--- config.mk ---
export PLATFORM = sky130hd
export DESIGN_NAME = piecewise_linear_table_interp_core
export DESIGN_NICKNAME = d
export VERILOG_FILES = /design/src/hw/rtl/pwl_pkg.sv /design/src/hw/rtl/pwl_front.sv /design/src/hw/rtl/pwl_back.sv /design/src/hw/rtl/piecewise_linear_table_interp_core.sv
export SDC_FILE = /design/constraint.sdc
export NUM_CORES = 2
export LEC_CHECK = 0
export CAP_MARGIN = 0
export CORE_MARGIN = 1.5
export CORE_UTILIZATION = 40
export DETAILED_ROUTE_END_ITERATION = 7
export DONT_BUFFER_PORTS = 1
export PLACE_DENSITY_LB_ADDON = 0.12
export REMOVE_ABC_BUFFERS = 1
export SYNTH_ARGS = -nofsm -noshare
export SYNTH_HDL_FRONTEND = slang
export SYNTH_SLANG_ARGS = --single-unit
--- constraint.sdc ---
create_clock -name clk -period 6.8 [get_ports clk]
set_clock_uncertainty 0.05 [all_clocks]
set_input_delay 1.02 -clock clk [delete_from_list [all_inputs] [get_ports clk]]
set_output_delay 1.02 -clock clk [all_outputs]
set_load 0.02 [all_outputs]
--- src/hw/rtl/pwl_pkg.sv ---
package pwl_pkg;

  typedef enum logic {
    KIND_WRITE = 1'b0,
    KIND_QUERY = 1'b1
  } kind_t;

  localparam int unsigned CNT_W = 7;
  localparam int unsigned RES_W = 32;

  typedef struct packed {
    logic below;
    logic above;
  } range_flags_t;

endpackage

--- src/hw/rtl/pwl_front.sv ---
module pwl_front #(
  parameter int unsigned MAX_POINTS = 64,
  parameter int unsigned VALUE_BITS = 16,
  parameter int unsigned IDX_W      = 6
) (
  input  logic                          clk,
  input  logic                          rst_n,
  input  logic                          in_start,
  input  logic                          in_kind,
  input  logic [5:0]                    in_point_index,
  input  logic signed [VALUE_BITS-1:0]  in_point_x,
  input  logic signed [VALUE_BITS-1:0]  in_point_y,
  input  logic signed [VALUE_BITS-1:0]  in_query_x,
  input  logic [pwl_pkg::CNT_W-1:0]     point_count,
  output logic                          front_busy,
  output logic                          q_valid,
  input  logic                          q_ready,
  output logic signed [VALUE_BITS-1:0]  q_x,
  output logic signed [VALUE_BITS-1:0]  q_x0,
  output logic signed [VALUE_BITS-1:0]  q_x1,
  output logic signed [VALUE_BITS-1:0]  q_y0,
  output logic signed [VALUE_BITS-1:0]  q_y1,
  output pwl_pkg::range_flags_t         q_flags
);
  import pwl_pkg::*;

  localparam int unsigned N_W = IDX_W + 1;

  typedef enum logic [3:0] {
    S_IDLE, S_FIRST, S_LAST, S_CHK, S_ADDR, S_CMP, S_RD0, S_RD1, S_RD2, S_OUT
  } state_t;

  logic signed [VALUE_BITS-1:0] xmem [MAX_POINTS];
  logic signed [VALUE_BITS-1:0] ymem [MAX_POINTS];

  state_t                       state_r;
  logic [N_W-1:0]               n_r, lo_r, hi_r;
  logic signed [VALUE_BITS-1:0] qx_r, xrd_r, yrd_r, x0_r, y0_r, x1_r, y1_r;
  logic [IDX_W-1:0]             raddr;
  logic                         below_r, above_r;
  logic [N_W-1:0]               n_clamp, mid;
  logic                         wr_ok;

  always_comb begin
    if (point_count < 7'd2) begin
      n_clamp = N_W'(2);
    end else if (32'(point_count) > MAX_POINTS) begin
      n_clamp = N_W'(MAX_POINTS);
    end else begin
      n_clamp = N_W'(point_count);
    end
  end

  assign mid   = N_W'(((N_W+1)'(lo_r) + (N_W+1)'(hi_r)) >> 1);
  assign wr_ok = (32'(in_point_index) < MAX_POINTS);

  always_comb begin
    case (state_r)
      S_FIRST: raddr = IDX_W'(0);
      S_LAST:  raddr = IDX_W'(n_r - 1'b1);
      S_ADDR:  raddr = IDX_W'(mid);
      S_RD0:   raddr = IDX_W'(lo_r - 1'b1);
      S_RD1:   raddr = IDX_W'(lo_r);
      default: raddr = IDX_W'(0);
    endcase
  end

  always_ff @(posedge clk) begin
    if (in_start && !front_busy && in_kind == KIND_WRITE && wr_ok) begin
      xmem[IDX_W'(in_point_index)] <= in_point_x;
      ymem[IDX_W'(in_point_index)] <= in_point_y;
    end
    xrd_r <= xmem[raddr];
    yrd_r <= ymem[raddr];
  end

  // The table read is registered: the data for each read address is used in the next state.
  always_ff @(posedge clk) begin
    if (!rst_n) begin
      state_r <= S_IDLE;
      below_r <= 1'b0;
      above_r <= 1'b0;
    end else begin
      case (state_r)
        S_IDLE: begin
          if (in_start && in_kind == KIND_QUERY) begin
            qx_r    <= in_query_x;
            n_r     <= n_clamp;
            below_r <= 1'b0;
            above_r <= 1'b0;
            state_r <= S_FIRST;
          end
        end
        S_FIRST: state_r <= S_LAST;
        S_LAST: begin
          if (qx_r < xrd_r) begin
            below_r <= 1'b1;
          end
          state_r <= S_CHK;
        end
        S_CHK: begin
          if (below_r) begin
            lo_r    <= N_W'(1);
            hi_r    <= N_W'(1);
            state_r <= S_RD0;
          end else if (qx_r > xrd_r) begin
            above_r <= 1'b1;
            lo_r    <= n_r - 1'b1;
            hi_r    <= n_r - 1'b1;
            state_r <= S_RD0;
          end else begin
            lo_r    <= N_W'(1);
            hi_r    <= n_r - 1'b1;
            state_r <= (n_r > N_W'(2)) ? S_ADDR : S_RD0;
          end
        end
        S_ADDR: state_r <= S_CMP;
        S_CMP: begin
          if (qx_r <= xrd_r) begin
            hi_r    <= mid;
            state_r <= (lo_r < mid) ? S_ADDR : S_RD0;
          end else begin
            lo_r    <= mid + 1'b1;
            state_r <= ((mid + 1'b1) < hi_r) ? S_ADDR : S_RD0;
          end
        end
        S_RD0: state_r <= S_RD1;
        S_RD1: begin
          x0_r    <= xrd_r;
          y0_r    <= yrd_r;
          state_r <= S_RD2;
        end
        S_RD2: begin
          x1_r    <= xrd_r;
          y1_r    <= yrd_r;
          state_r <= S_OUT;
        end
        S_OUT: if (q_ready) state_r <= S_IDLE;
        default: state_r <= S_IDLE;
      endcase
    end
  end

  assign front_busy = (state_r != S_IDLE);
  assign q_valid    = (state_r == S_OUT);
  assign q_x        = qx_r;
  assign q_x0       = x0_r;
  assign q_x1       = x1_r;
  assign q_y0       = y0_r;
  assign q_y1       = y1_r;
  assign q_flags    = '{below: below_r, above: above_r};

endmodule

--- src/hw/rtl/pwl_back.sv ---
module pwl_back #(
  parameter int unsigned VALUE_BITS = 16
) (
  input  logic                          clk,
  input  logic                          rst_n,
  input  logic                          q_valid,
  output logic                          q_ready,
  input  logic signed [VALUE_BITS-1:0]  q_x,
  input  logic signed [VALUE_BITS-1:0]  q_x0,
  input  logic signed [VALUE_BITS-1:0]  q_x1,
  input  logic signed [VALUE_BITS-1:0]  q_y0,
  input  logic signed [VALUE_BITS-1:0]  q_y1,
  input  pwl_pkg::range_flags_t         q_flags,
  output logic                          out_strobe,
  output logic signed [pwl_pkg::RES_W-1:0] out_result_y,
  output logic                          out_below_range,
  output logic                          out_above_range,
  output logic                          out_zero_span
);
  import pwl_pkg::*;

  localparam int unsigned D_W  = VALUE_BITS + 1;
  localparam int unsigned P_W  = 2 * D_W;
  localparam int unsigned Q_W  = P_W;
  localparam int unsigned C_W  = $clog2(P_W + 1);
  localparam int unsigned S_W  = P_W + 2;

  typedef enum logic [1:0] {S_IDLE, S_MUL, S_DIV, S_FIN} state_t;

  state_t                   state_r;
  logic [D_W-1:0]           ma_r, mb_r, md_r;
  logic                     neg_r, zero_r;
  logic signed [VALUE_BITS-1:0] y0_r;
  range_flags_t             flags_r;
  logic [P_W-1:0]           prod_r;
  logic [D_W:0]             rem_r;
  logic [Q_W-1:0]           quo_r;
  logic [C_W-1:0]           cnt_r;
  logic signed [D_W-1:0]    dx, dy, dd;
  logic [D_W:0]             rem_sh;
  logic signed [S_W-1:0]    sum;

  assign dx = D_W'(q_x1) - D_W'(q_x0);
  assign dy = D_W'(q_y1) - D_W'(q_y0);
  assign dd = D_W'(q_x)  - D_W'(q_x0);
  assign rem_sh = {rem_r[D_W-1:0], prod_r[P_W-1]};

  always_comb begin
    if (zero_r) begin
      sum = S_W'(y0_r);
    end else if (neg_r) begin
      sum = S_W'(y0_r) - $signed({2'b00, quo_r});
    end else begin
      sum = S_W'(y0_r) + $signed({2'b00, quo_r});
    end
  end

  always_ff @(posedge clk) begin
    if (!rst_n) begin
      state_r    <= S_IDLE;
      out_strobe <= 1'b0;
    end else begin
      out_strobe <= 1'b0;
      case (state_r)
        S_IDLE: begin
          if (q_valid) begin
            ma_r    <= dy[D_W-1] ? D_W'(-dy) : D_W'(dy);
            mb_r    <= dd[D_W-1] ? D_W'(-dd) : D_W'(dd);
            md_r    <= dx[D_W-1] ? D_W'(-dx) : D_W'(dx);
            neg_r   <= (dy[D_W-1] ^ dd[D_W-1] ^ dx[D_W-1]) && dy != '0 && dd != '0;
            zero_r  <= (dx == '0);
            y0_r    <= q_y0;
            flags_r <= q_flags;
            state_r <= S_MUL;
          end
        end
        S_MUL: begin
          prod_r  <= P_W'(ma_r) * P_W'(mb_r);
          rem_r   <= '0;
          quo_r   <= '0;
          cnt_r   <= C_W'(P_W);
          state_r <= zero_r ? S_FIN : S_DIV;
        end
        S_DIV: begin
          prod_r <= prod_r << 1;
          if (rem_sh >= (D_W+1)'(md_r)) begin
            rem_r <= rem_sh - (D_W+1)'(md_r);
            quo_r <= {quo_r[Q_W-2:0], 1'b1};
          end else begin
            rem_r <= rem_sh;
            quo_r <= {quo_r[Q_W-2:0], 1'b0};
          end
          cnt_r <= cnt_r - 1'b1;
          if (cnt_r == C_W'(1)) state_r <= S_FIN;
        end
        S_FIN: begin
          out_strobe      <= 1'b1;
          out_below_range <= flags_r.below;
          out_above_range <= flags_r.above;
          out_zero_span   <= zero_r;
          if (sum > S_W'(32'sh7FFF_FFFF)) begin
            out_result_y <= 32'sh7FFF_FFFF;
          end else if (sum < -S_W'(33'sh0_8000_0000)) begin
            out_result_y <= 32'sh8000_0000;
          end else begin
            out_result_y <= RES_W'(sum);
          end
          state_r <= S_IDLE;
        end
        default: state_r <= S_IDLE;
      endcase
    end
  end

  assign q_ready = (state_r == S_IDLE);

endmodule

--- src/hw/rtl/piecewise_linear_table_interp_core.sv ---
// The front end finds a query's segment by binary search in at most ceil(log2(point_count - 1))
// steps, point_count clamped to 2..MAX_POINTS, then reads both knots of that segment.
// The serial divider holds the back end for each query while the front end searches the
// next one; a write gives no result.
// Reset (rst_n, synchronous, active low) clears control and sets point_count to 2;
// the table holds whatever was written. The receiver cannot stall results.
module piecewise_linear_table_interp_core #(
  parameter int unsigned MAX_POINTS = 64,
  parameter int unsigned VALUE_BITS = 16
) (
  input  logic                          clk,
  input  logic                          rst_n,
  input  logic                          start,
  output logic                          busy,
  input  logic                          in_kind,
  input  logic [5:0]                    in_point_index,
  input  logic signed [VALUE_BITS-1:0]  in_point_x,
  input  logic signed [VALUE_BITS-1:0]  in_point_y,
  input  logic signed [VALUE_BITS-1:0]  in_query_x,
  input  logic                          cfg_we,
  input  logic [pwl_pkg::CNT_W-1:0]     cfg_wdata,
  output logic                          out_strobe,
  output logic signed [pwl_pkg::RES_W-1:0] out_result_y,
  output logic                          out_below_range,
  output logic                          out_above_range,
  output logic                          out_zero_span
);
  import pwl_pkg::*;

  localparam int unsigned IDX_W = (MAX_POINTS > 2) ? $clog2(MAX_POINTS) : 1;

  logic [CNT_W-1:0]             point_count_r;
  logic                         front_busy, q_valid, q_ready;
  logic signed [VALUE_BITS-1:0] q_x, q_x0, q_x1, q_y0, q_y1;
  range_flags_t                 q_flags;

  always_ff @(posedge clk) begin
    if (!rst_n) begin
      point_count_r <= CNT_W'(2);
    end else if (cfg_we) begin
      point_count_r <= cfg_wdata;
    end
  end

  assign busy = front_busy;

  pwl_front #(.MAX_POINTS(MAX_POINTS), .VALUE_BITS(VALUE_BITS), .IDX_W(IDX_W)) u_front (
    .clk, .rst_n, .in_start(start), .in_kind, .in_point_index, .in_point_x,
    .in_point_y, .in_query_x, .point_count(point_count_r), .front_busy,
    .q_valid, .q_ready, .q_x, .q_x0, .q_x1, .q_y0, .q_y1, .q_flags
  );

  pwl_back #(.VALUE_BITS(VALUE_BITS)) u_back (
    .clk, .rst_n, .q_valid, .q_ready, .q_x, .q_x0, .q_x1, .q_y0, .q_y1, .q_flags,
    .out_strobe, .out_result_y, .out_below_range, .out_above_range,
    .out_zero_span
  );

endmodule

; ---- Word level (Yosys, flattened, before mapping)
; Memories as Yosys holds them, arrays and structs flattened. A register that Yosys moved wholly into a read port is not among the register bits.
; Index checks and enable logic that the tools add are counted.
[classes]
add_sub_neg = 14
order_cmp = 11
eq_ne = 22
mux = 43
bitwise = 3
multipliers = 1
reduce_logical = 29
[op_table]
columns = op, n
row1 = $pmux 34 s2, 2
row2 = $mux 36, 2
row3 = $neg 17->17, 3
row4 = $sub 16x16->17, 3
row5 = $mux 16, 3
row6 = $mux 7, 6
row7 = $pmux 4 s10, 1
row8 = $add 16x35->36, 1
row9 = $gt 36x32->1 const B, 1
row10 = $lt 36x32->1 const B, 1
row11 = $sub 16x35->36, 1
row12 = $mul 17x17->34, 1
row13 = $pmux 17 s2, 1
row14 = $reduce_bool 17->1, 2
row15 = $mux 32, 1
row16 = $pmux 7 s2, 2
row17 = $pmux 6 s4, 1
row18 = $mux 4, 5
row19 = $ge 18x17->1, 1
row20 = $logic_not 17->1, 1
row21 = $mux 17, 1
row22 = $sub 17x17->17, 1
row23 = $eq 4x3->1 const B, 4
row24 = $gt 16x16->1, 1
row25 = other kinds (35), 77
[totals]
reg_bits = 314
out_inout_bits = 37
ram_bits = 2048
memories = 2
wordCells = 159
inputBits = 66
[mem_list]
columns = name, depth, width, rd, rd_clocked_by_memory_dff, wr, line
row1 = u_front.xmem, 64, 16, 1, 1, 1, pwl_front.sv:33  ; logic signed [VALUE_BITS-1:0] xmem [MAX_POINTS];
row2 = u_front.ymem, 64, 16, 1, 1, 1, pwl_front.sv:34  ; logic signed [VALUE_BITS-1:0] ymem [MAX_POINTS];

; ---- Depth between registers and ports, before layout
[logic_depth]
depth_word = 6
depth_mapped = 26
mapped_depth_nobuf = 24

; ---- Modules after synthesis
; From an unflattened synthesis, not the netlist that was laid out.
[hier_totals]
hier_cells = 8607
area_unflattened_um2 = 110370.9
[modules_own_cells]
columns = mod, area_per_inst_um2, cells_each, seq_area_each_um2, instances
row1 = pwl_front, 86217.7, 6009, 65292.6, 1
row2 = pwl_back, 23890.4, 2576, 5975.7, 1
row3 = piecewise_linear_table_interp_core, 262.8, 22, 140.1, 1

; ---- Worst setup path after synthesis
; No wires, ideal clock.
[synth_path]
path_kind = reg-to-reg
startpoint = reg u_back.ma_r[10]
endpoint = reg u_back.prod_r[30] (data pin)
path_buffers = 1
stages_incl_launch_ff = 22
period_less_slack_ns = 6.319
setup_time_ns = 0.260
slack_ns = 0.481
t_required_ns = 6.490
arrival_time_ns = 6.010
path_cell_list = edfxtp_1 -> clkbuf_1 -> nand2_1 -> fa_1 -> fa_1 -> fa_1 -> fa_1 -> inv_1 -> fa_1 -> inv_1 -> fa_1 -> inv_1 -> ha_1 -> nand3_1 -> o21bai_1 -> or3b_2 -> o221ai_1 -> o21a_1 -> nor4_1 -> o41ai_1 -> xnor2_1 -> mux2_2
[synth_via]
elab_chain_cells = 2
[synth_lines]
columns = element, line
row1 = "start, declared", pwl_back.sv:31  ; logic [D_W-1:0] ma_r, mb_r, md_r;
row2 = "start signal, assigned", pwl_back.sv:67  ; ma_r <= dy[D_W-1] ? D_W'(-dy) : D_W'(dy);
row3 = $mul 17x17->34, pwl_back.sv:78  ; prod_r <= P_W'(ma_r) * P_W'(mb_r);
row4 = $pmux 34 s2, pwl_back.sv:64  ; case (state_r)
row5 = "end signal, assigned", pwl_back.sv:78
row6 = "end signal, assigned", pwl_back.sv:85  ; prod_r <= prod_r << 1;
row7 = "end, declared", pwl_back.sv:35  ; logic [P_W-1:0] prod_r;
; No other way between the ends.
; A chain may end at the register's enable or synchronous reset.

; ---- Worst setup path in the final report
[layout_path]
startpoint = reg u_back.mb_r[5]
endpoint = reg u_back.prod_r[30] (data pin)
[layout_via]
elab_chain_cells = 2
[layout_lines]
columns = element, line
row1 = "start, declared", pwl_back.sv:31
row2 = "start signal, assigned", pwl_back.sv:68  ; mb_r <= dd[D_W-1] ? D_W'(-dd) : D_W'(dd);
row3 = $mul 17x17->34, pwl_back.sv:78
row4 = $pmux 34 s2, pwl_back.sv:64
; No other way between the ends.

==> flow_metrics.env <==
export IMPL_run_status="finished, final reports clean"
export IMPL_period_needed_ns=6.480
export IMPL_period_share_pct=95.29
export IMPL_clock_path_buffers=4
export IMPL_yosysMostFrequentCell="nand2_1"
export IMPL_ys_types=88
export IMPL_synth_top_area_share_pct=63.75
export IMPL_synth_area_leaders="edfxtp_1, nand2_1, fa_1, nand3_1, ha_1"
export IMPL_worstPathMaxFanout=6
export IMPL_cts_tree="built"
export IMPL_setup_viol=0
export IMPL_antenna_left=0
export IMPL_synth_ff_type="edfxtp_1"
export IMPL_vdd_drop_max_uv=306.2
export IMPL_area_growth_pct=12.90
export IMPL_power_density_mw_per_mm2=341.6
export IMPL_num_io_pins=103
export IMPL_multi_input_area_sq_mm=0.03614
export IMPL_final_core_util_pct=45.52
export IMPL_rr_worst_depth=23
export IMPL_start_kind="flop"
export IMPL_end_kind="flop"
export IMPL_vias_per_cell=5.511
export IMPL_nets=9770
export IMPL_drtPass1Iterations=6
export IMPL_antenna_found_initial=11
export IMPL_drive_gt1_share_pct=8.259
export IMPL_p_leak_uw=0.04460
export IMPL_worst_slew_pin_slew_ns=1.192
export IMPL_postSynthCellCount=9211
export IMPL_ys_seq_elements=2394
export IMPL_drc=0
export IMPL_register_area_sq_mm=0.07141
export IMPL_wl_per_cell_um=25.00
export IMPL_totalPowerFinal_uw=42620
export IMPL_worstSetupPathType="reg -> reg"
export IMPL_synth_top_area_cell="edfxtp_1"
export IMPL_drt_wl_total_um=327900
export IMPL_synthArstFlopShare_pct=0
export IMPL_cts_sinks=2394
export IMPL_yosys_warnings=0
export IMPL_core_area_sq_mm=0.2741
export IMPL_die_width_um=528.6
export IMPL_r2r_start="u_back.mb_r[5]"
export IMPL_die_area_sq_mm=0.2794
export IMPL_crit_arrival_ns=7.04
export IMPL_hp_class="in -> reg"
export IMPL_ys_seq_area_share_pct=64.62
export IMPL_relSlewSlack_pct=19.87
export IMPL_grt_usage_pct=23.16
export IMPL_required_ns=7.36
export IMPL_grt_max_degree=126
export IMPL_gp_congestion=0.8421
export IMPL_drv_slew=0
export IMPL_clk_pin_slew_ns=0.06
export IMPL_fp_row_count=192
export IMPL_die_h_um=528.6
export IMPL_cts_root_buf="clkbuf_16"
export IMPL_startpoint="u_back.mb_r[5]"
export IMPL_postSynthAreaPerCell_sq_um=12.00
export IMPL_grt_first_pass_wirelength_um=482800
export IMPL_clock_latency_ns=0.89
export IMPL_synth_edf_count=2346
export IMPL_grt_pass1_vias=70250
export IMPL_rrSetupSlack_ns=0.32
export IMPL_cts_made_buffers=272
export IMPL_drt_iter0_drc=6009
export IMPL_synthTopCellsByCount="nand2_1, edfxtp_1, nand3_1, clkbuf_1, inv_1"
export IMPL_rsz0062_at_grt="no"
export IMPL_grt_remaining_overflow=0
export IMPL_clock_fmax_ghz=0.1543
export IMPL_tns_ns=0
export IMPL_synth_cell_area_sq_mm=0.1105
export IMPL_cts_max_level=5
export IMPL_numPortBuffers=0
export IMPL_hold_violations=0
export IMPL_start_util_pct=40.32
export IMPL_hold_depth=0
export IMPL_worstHoldStart="in_query_x[3]"
export IMPL_maxCapViolations=0
export IMPL_dr_total_vias=72270
export IMPL_fill_cells=24840
export IMPL_post_dp_hpwl_um=198400
export IMPL_cts_hold_buf=0
-- per-stage QoR --
| stage | hold WS (ns) | cells | instance area (sq um) | setup slack (ns) |
|---|---|---|---|---|
| after floorplan | 0.3503 | 8671 | 108500 | -28.01 |
| after global placement | 0.3659 | 12620 | 116200 | 0.1508 |
| after detailed placement | 0.3650 | 12620 | 116200 | 0.1507 |
| after CTS | 0.1030 | 13100 | 124700 | 0.1256 |
| after global routing | 0.1346 | 13110 | 124800 | 0.0003730 |
| final | 0.1742 | 13110 | 124800 | 0.3205 |
-- timing repair --
action,CTS,global route
setup endpoints to repair,0,5
gates resized for setup,0,3
setup buffers,0,7
-- flip-flops by register name, summed over array words and instances, names as in the netlist, 17 cells and up --
register,cells
u_back.ma_r,17
u_back.mb_r,17
u_back.md_r,17
u_back.out_result_y,32
u_back.prod_r,34
u_back.quo_r,34
u_back.rem_r,17
u_front.xmem,1024
u_front.ymem,1024
-- cell type report --
cell class / count / area share, %
repair buffers: 269 / 2.020
clock buffers: 349 / 5.812
well taps: 3686 / 3.696
multi-input cells: 5859 / 28.96
diodes: 8 / 0.01605
flip-flops and latches: 2394 / 57.23
clock inverters: 131 / 1.002
inverters: 418 / 1.258
-- cells in the final DEF (no fill, tap or decap), drive strengths merged, types with 68 or more instances in the layout --
cell / instances
nand2: 2372
ha: 260
xor2: 68
a21oi: 246
nor2: 214
a31oi: 174
fa: 230
xnor2: 136
clkbuf: 349
and2: 180
o21ai: 124
and3: 198
nand3: 806
buf: 269
inv: 434
edfxtp: 2346
clkinv: 96
a311oi: 291
-- logic make-up after synthesis --
logic type	Yosys count	share of synthesized area, %
compound gates	1123	7.081
fa+ha+maj	490	7.110
simple gates	4009	15.98
flops	2394	64.62
xor+xnor	204	1.634
buf+inv	958	3.274
mux	33	0.3091
-- power by group --
| group | total (uW) | internal (uW) | switching, uW |
|---|---|---|---|
| registers | 16800 | 16600 | 258 |
| clock network | 14300 | 8200 | 6050 |
| logic | 11500 | 3380 | 8160 |
-- critical path: stages, from the launching register on --
cell and delay (ns):
edfxtp_1 0.50, and2_1 0.23, fa_1 0.53, inv_1 0.05, fa_1 0.46, fa_1 0.50
fa_1 0.55, inv_1 0.05, fa_1 0.48, inv_1 0.05, fa_1 0.47, inv_1 0.04
ha_1 0.28, nand3_1 0.09, o21bai_1 0.10, or3b_2 0.47, o221ai_1 0.18, buf_4 0.17
o21a_1 0.14, nor4_1 0.07, buf_4 0.16, o41ai_2 0.25, xnor2_1 0.10, mux2_2 0.26
-- final timing paths --
| kind | end |
|---|---|
| worst max-delay path | u_back.prod_r[30] |
| worst max register to register | u_back.prod_r[30] |
| worst min-delay path | u_front.q_x[3] |
| worst min register to register | u_front.q_y1[7] |
-- per-layer routing --
layer	vias to the layer above	global-route usage (%)	wire length, um
li1	33090	-	-
met1	36690	31.94	144300
met2	2017	38.62	158200
met3	473	2.620	16560
met4	4	6.402	8837
met5	-	0	31
(Power assumes the default switching activity.)
